[src/sv/rgg_pkg.sv]
// rgg_pkg: shared types and constants for the reduced gaussian grid indexer
// no dependencies
package rgg_pkg;

   localparam int MaxRows      = 2048;
   localparam int RowBits      = 11;
   localparam int ColBits      = 13;
   localparam int EndBits      = 25;
   localparam int IdxBits      = 24;
   localparam int LonBits      = 29;
   localparam int LatBits      = 28;
   localparam int MaxRowPoints = 8191;
   // dividend width: col*360 << 20 (col < 8192)
   localparam int DvdBits      = 42;

   typedef enum logic [1:0] {
      OP_LOAD  = 2'd0,
      OP_INDEX = 2'd1,
      OP_COLROW = 2'd2,
      OP_BAD   = 2'd3
   } op_type;

   typedef struct packed {
      logic [1:0]               operation;
      logic [RowBits-1:0]       row;
      logic [ColBits-1:0]       column;
      logic [ColBits-1:0]       points;
      logic signed [LatBits-1:0] latitude;
      logic [IdxBits-1:0]       flat_index;
   } req_type;

   typedef struct packed {
      logic                      status;
      logic [RowBits-1:0]        row_found;
      logic [ColBits-1:0]        column_found;
      logic [IdxBits-1:0]        index_found;
      logic [LonBits-1:0]        longitude;
      logic signed [LatBits-1:0] latitude_out;
   } rsp_type;

   // one row entry as held in the row table
   typedef struct packed {
      logic [ColBits-1:0] points;
      logic [EndBits-1:0] end_off;
      logic [LatBits-1:0] lat;
   } entry_type;

endpackage

[src/sv/rgg_divider.sv]
// rgg_divider: restoring divider, one quotient bit per cycle
// depends on rgg_pkg
module rgg_divider (
   input  logic                             clock,
   input  logic                             reset,
   input  logic                             start,
   input  logic [rgg_pkg::DvdBits-1:0]      dividend,
   input  logic [rgg_pkg::ColBits-1:0]      divisor,
   output logic                             done,
   output logic [rgg_pkg::LonBits-1:0]      quotient
);

   localparam int CntBits = $clog2(rgg_pkg::DvdBits + 1);

   logic [rgg_pkg::DvdBits-1:0] quo_ff, quo_in;
   logic [rgg_pkg::ColBits:0]   rem_ff, rem_in;
   logic [rgg_pkg::ColBits-1:0] dsr_ff, dsr_in;
   logic [CntBits-1:0]          cnt_ff, cnt_in;
   logic                        busy_ff, busy_in;
   logic                        done_ff, done_in;
   logic [rgg_pkg::ColBits+1:0] trial;
   logic [rgg_pkg::ColBits+1:0] shifted;

   always_comb begin
      quo_in  = quo_ff;
      rem_in  = rem_ff;
      dsr_in  = dsr_ff;
      cnt_in  = cnt_ff;
      busy_in = busy_ff;
      done_in = 1'b0;
      shifted = {rem_ff, quo_ff[rgg_pkg::DvdBits-1]};
      trial   = shifted - {2'b00, dsr_ff};
      if (start) begin
         quo_in  = dividend;
         rem_in  = '0;
         dsr_in  = divisor;
         cnt_in  = CntBits'(rgg_pkg::DvdBits);
         busy_in = 1'b1;
      end else if (busy_ff) begin
         // remainder stays below divisor, so shifted fits ColBits+1 bits
         if (!trial[rgg_pkg::ColBits+1]) begin
            rem_in = trial[rgg_pkg::ColBits:0];
            quo_in = {quo_ff[rgg_pkg::DvdBits-2:0], 1'b1};
         end else begin
            rem_in = shifted[rgg_pkg::ColBits:0];
            quo_in = {quo_ff[rgg_pkg::DvdBits-2:0], 1'b0};
         end
         cnt_in = cnt_ff - 1'b1;
         if (cnt_ff == CntBits'(1)) begin
            busy_in = 1'b0;
            done_in = 1'b1;
         end
      end
   end

   always_ff @(posedge clock) begin
      if (reset) begin
         busy_ff <= 1'b0;
         done_ff <= 1'b0;
      end else begin
         busy_ff <= busy_in;
         done_ff <= done_in;
      end
      quo_ff <= quo_in;
      rem_ff <= rem_in;
      dsr_ff <= dsr_in;
      cnt_ff <= cnt_in;
   end

   assign done     = done_ff;
   assign quotient = quo_ff[rgg_pkg::LonBits-1:0];

endmodule

[config.mk]
export PLATFORM = sky130hd
export DESIGN_NAME = rgg_divider
export DESIGN_NICKNAME = d
export VERILOG_FILES = /design/src/sv/rgg_pkg.sv /design/src/sv/rgg_divider.sv
export SDC_FILE = /design/constraint.sdc
export NUM_CORES = 1
export LEC_CHECK = 0
export BUFFER_PORTS_ARGS = -buffer_cell sky130_fd_sc_hd__buf_2
export CORE_MARGIN = 10
export CORE_UTILIZATION = 50
export CTS_CLUSTER_SIZE = 20
export DETAILED_ROUTE_END_ITERATION = 8
export PLACE_DENSITY = 0.84
export SYNTH_ARGS = -nofsm -noshare
export SYNTH_HDL_FRONTEND = slang
export SYNTH_SLANG_ARGS = --single-unit
[constraint.sdc]
create_clock -name clock -period 6.34 [get_ports clock]
set_input_delay 0.634 -clock clock [delete_from_list [all_inputs] [get_ports clock]]
set_output_delay 0.634 -clock clock [all_outputs]
set_load 0.01 [all_outputs]
# Yosys cells after proc, flatten, opt, wreduce, memory -nomap -nowiden
# Cells that the tools add are included.
[totals]
regBits = 77
inputBits = 58
output_inout_bits = 30
elab_cells = 20
[classes]
n_addsub = 2
n_eq_ne = 1
n_mux = 8
bitwise = 1
n_reduce_logical = 2
[op_table]
columns = ["op", "n"]
rows = [
  ["two-way mux 42 bit", 2],
  ["subtractor 15 x 13 -> 15 bit", 1],
  ["two-way mux 14 bit", 1],
  ["equality test 6 x 1 -> 1 bit (second input constant)", 1],
  ["subtractor 6 x 1 -> 6 bit (second input constant)", 1],
  ["two-way mux 1 bit", 5],
  ["OR reduction 3 bit", 1],
  ["nonzero test 2 bit", 1],
  ["NOT 1 bit", 1],
]

# Depth between registers and ports, before layout
[logic_depth]
ltp_word = 4
ltp_mapped = 11
depth_no_buf = 10

# Worst setup path before layout
# OpenSTA, ideal clock, no wires.
[synth_timing]
kind = "flip-flop to flip-flop"
startpoint = "register dsr_ff[11] (netlist name)"
endpoint = "register rem_ff[13] (netlist name)"
arrival_time_ns = 2.283
t_required_ns = 6.228
path_slack_ns = 3.945
path_stages_with_launch = 11
path_cell_list = "edfxtp_1 -> inv_1 -> ha_1 -> buf_6 -> a21o_1 -> a211oi_2 -> mux2i_1 -> o21a_2 -> nand3_4 -> a211o_1 -> a2111oi_1"
[synth_via]
elab_chain_cells = 2
[synth_rtl]
columns = ["item", "line_no", "rtl"]
rows = [
  ["start: declaration", "rgg_divider.sv:17", "logic [rgg_pkg::ColBits-1:0] dsr_ff, dsr_in;"],
  ["start signal: assignment", "rgg_divider.sv:66", "dsr_ff <= dsr_in;"],
  ["subtractor 15 x 13 -> 15 bit", "rgg_divider.sv:32", "trial = shifted - {2'b00, dsr_ff};"],
  ["two-way mux 14 bit", "rgg_divider.sv:41", "if (!trial[rgg_pkg::ColBits+1]) begin"],
  ["end signal: assignment", "rgg_divider.sv:65", "rem_ff <= rem_in;"],
  ["end: declaration", "rgg_divider.sv:16", "logic [rgg_pkg::ColBits:0] rem_ff, rem_in;"],
]
# Every way passes these cells.
# A chain may end at the register's enable or synchronous reset.

# Worst setup path in the final report
[layout_timing]
startpoint = "register quo_ff[41] (netlist name)"
endpoint = "register rem_ff[13] (netlist name)"
[layout_via]
elab_chain_cells = 2
[layout_rtl]
columns = ["item", "line_no", "rtl"]
rows = [
  ["start: declaration", "rgg_divider.sv:15", "logic [rgg_pkg::DvdBits-1:0] quo_ff, quo_in;"],
  ["start signal: assignment", "rgg_divider.sv:64", "quo_ff <= quo_in;"],
  ["subtractor 15 x 13 -> 15 bit", "rgg_divider.sv:32", ""],
  ["two-way mux 14 bit", "rgg_divider.sv:41", ""],
]
# Every way passes these cells.

==> impl_metrics.yaml <==
power:
  power.density_mw_per_mm2: 270
  p_total_mw: 1.22
  ir_worst_vdd_uv: 161
  p_leak_nw: 1.95
global_route:
  grt_pass1_vias: 2848
  grt_pass1_wl_um: 13300
  grt.total_usage_pct: 13.8
  antenna_found_initial: 0
  grt_start_max_net_pins: 81
  grt-ovfl-total: 0
logic_synthesis:
  yosys-top-cells-count: "55 x edfxtp_1, 43 x mux2_2, 32 x buf_4, 24 x nor2_1, 22 x dfxtp_1"
  yosysSeqAreaShare_pct: 51.4
  synth-edff-count: 55
  synth.top_cell.area_share_pct: 40.6
  syn_area_per_cell_sq_um: 12.1
  ys_types: 47
  postSynth.asyncResetShare_pct: 0
  ys_ff_latch: 77
  yosys.area.top_type: "edfxtp_1"
  synth_ff_type: "edfxtp_1"
  yosysWarnings: 0
  netlist_instances: 335
  synth_area_leaders: "edfxtp_1 41%, mux2_2 12%, dfxtp_1 11%"
  syn_nets: 409
  synth.most_common_cell: "edfxtp_1"
  synth_area_sq_mm: 0.00407
sta:
  hold_viol: 0
  max_slew_margin_pct: 35.4
  fin_crit_ns: 2.77
  fin_worst_hold_slack_ns: 0.440
  post-route-period-util_pct: 43.6
  setup_viol: 0
  tns_ns: 0
  fin_skew_ns: 0.0114
  worstMarginPinSlew_ns: 0.969
  drv_slew: 0
  fmax_ghz: 0.361
  rsz0062_at_grt: "false"
routing:
  wl_um: 8000
  drtIter0Drc: 129
  routedWlPerCell_um: 16.1
  drc_errors: 0
  vias_per_cell: 5.21
  ant_nets: 0
  drt-pass1-iter-count: 4
  vias: 2596
finish:
  ff_latch_area_sq_mm: 0.00209
  syn2layout_area_growth_pct: 10.9
  n_antenna_cell: 0
  drive_gt1_share_pct: 39.6
  num-nets-final: 465
  utilization_pct: 57.8
  multi_input_area_sq_mm: 0.00160
  fill_cells: 646
floorplan:
  core_sq_mm: 0.00781
  start_util_pct: 52.1
  die-area_sq_mm: 0.0121
  ioPinCount: 88
  die_w_um: 110
  die_h_um: 110
  row_count: 32
worst_setup_path:
  cp-startpoint: "quo_ff[41]"
  critPathSlowestCell: "fa_1"
  critPathTopFamily: "compound AO/OA/AOI/OAI gates"
  path_cells: "inv_1 > ha_1 > fa_1 > nand2b_1 > a21oi_1 > o21ai_2 > nand4b_1 > nand3_4 > a211o_1 > a2111oi_1"
  setup.worst_path.start_class: "flop"
  cp_num_buf_inv: 1
  crit_fanout: 18
  critical_path_class: "flop to flop"
  worstPathRequired_ns: 6.58
  cp_data_arrival_time_ns: 3.01
  endpoint_kind: "flop"
  slowest_delay_ns: 0.39
  rr_startpoint: "quo_ff[41]"
place:
  place_congestion: 0.823
  portBuffers: 87
  dp_hpwl_um: 5800
flow_run:
  max-cap-violations: 0
clocking:
  numCtsBuffers: 9
  worstSkewPairLatency_ns: 0.37
  cts_setup_buffers: 0
  cts_tree: "built"
  cts_resized: 0
  clk_pin_slew_ns: 0.08
  h-tree-depth: 3
  cts_hold_buf: 0
  clock-sinks: 77
  cts_buffer_depth: 2
  root_buffer: "clkbuf_8"
min_path:
  hold_path.class: "input pin to flop"
  min_from: "reset"
outcome:
  status: "completed"
==> cell type report <==
type | count | area share (%)
Multi-Input combinational cell | 197 | 35.3
Clock inverter | 6 | 1.05
Clock buffer | 10 | 3.05
Sequential cell | 77 | 46.3
Tap cell | 102 | 2.83
Inverter | 17 | 1.41
Timing Repair Buffer | 89 | 9.98
==> final timing paths <==
path | to | slack, ns | cells past startpoint
min reg2reg | cnt_ff[0] | 0.50 | 2
min | busy_ff | 0.44 | 2
max | rem_ff[13] | 3.57 | 10
max reg2reg | rem_ff[13] | 3.57 | 10
==> cell families after synthesis <==
family	Yosys count	synth area share [%]
flops	77	51.4
simple gates	63	7.50
buf+inv	61	9.41
mux	53	14.4
compound gates	51	9.22
fa+ha+maj	16	5.10
xor+xnor	14	3.01
==> worst reg2reg max path: cells and delay by family (launching register included) <==
| family | cells | cell delay [ns] |
|---|---|---|
| fa+ha+maj | 2 | 0.61 |
| compound gates | 4 | 1.05 |
| simple gates | 3 | 0.60 |
| buf+inv | 1 | 0.05 |
| flops | 1 | 0.34 |
==> where the power goes <==
part	switching (mW)	total, mW	internal, mW
logic	0.132	0.250	0.118
registers	0.0237	0.618	0.594
clock network	0.194	0.350	0.156
==> stage by stage <==
step,setup slack (ns),instance area [sq um],cells
after CTS,3.57,4510,498
after floorplan,3.94,4070,335
after detailed placement,3.56,4330,482
after global routing,3.34,4510,498
final,3.57,4510,498
after global placement,3.64,4330,482
==> routing by layer <==
metal  share of wire (%)  routed length [um]  vias to the layer above  global-route usage [%]
met5                   0                   0                        -                       0
met2                  48                3850                       81                    22.4
met4                 1.5                 118                        0                    5.05
met3                 9.1                 725                       12                    6.91
li1                    -                   -                     1292                       -
met1                  41                3300                     1211                    15.5
==> cell usage in the layout (no fill, tap or decap), types with 2 or more instances in the layout <==
| cell type | n |
|---|---|
| dfxtp_1 | 22 |
| nor2b_1 | 2 |
| nor3_1 | 3 |
| mux2i_1 | 10 |
| mux2_2 | 43 |
| buf_2 | 87 |
| inv_1 | 17 |
| nand2_1 | 15 |
| ha_1 | 15 |
| xor2_1 | 5 |
| o22ai_1 | 2 |
| a21o_1 | 7 |
| o31ai_1 | 2 |
| a211oi_1 | 10 |
| buf_4 | 2 |
| a211oi_2 | 2 |
| clkinv_4 | 3 |
| nand2b_1 | 10 |
| a21oi_1 | 9 |
| a31oi_1 | 2 |
| clkbuf_8 | 10 |
| xnor2_1 | 9 |
| nand3_1 | 3 |
| nor2_1 | 24 |
| edfxtp_1 | 55 |
| o21ai_0 | 5 |
| clkinv_2 | 2 |
| nor3b_1 | 2 |
==> state kept, by name, summed over array words and instances (netlist names) <==
| name | count |
|---|---|
| rem_ff | 14 |
| done | 1 |
| quo_ff | 42 |
| cnt_ff | 6 |
| busy_ff | 1 |
| dsr_ff | 13 |
(Power assumes the default switching activity.)
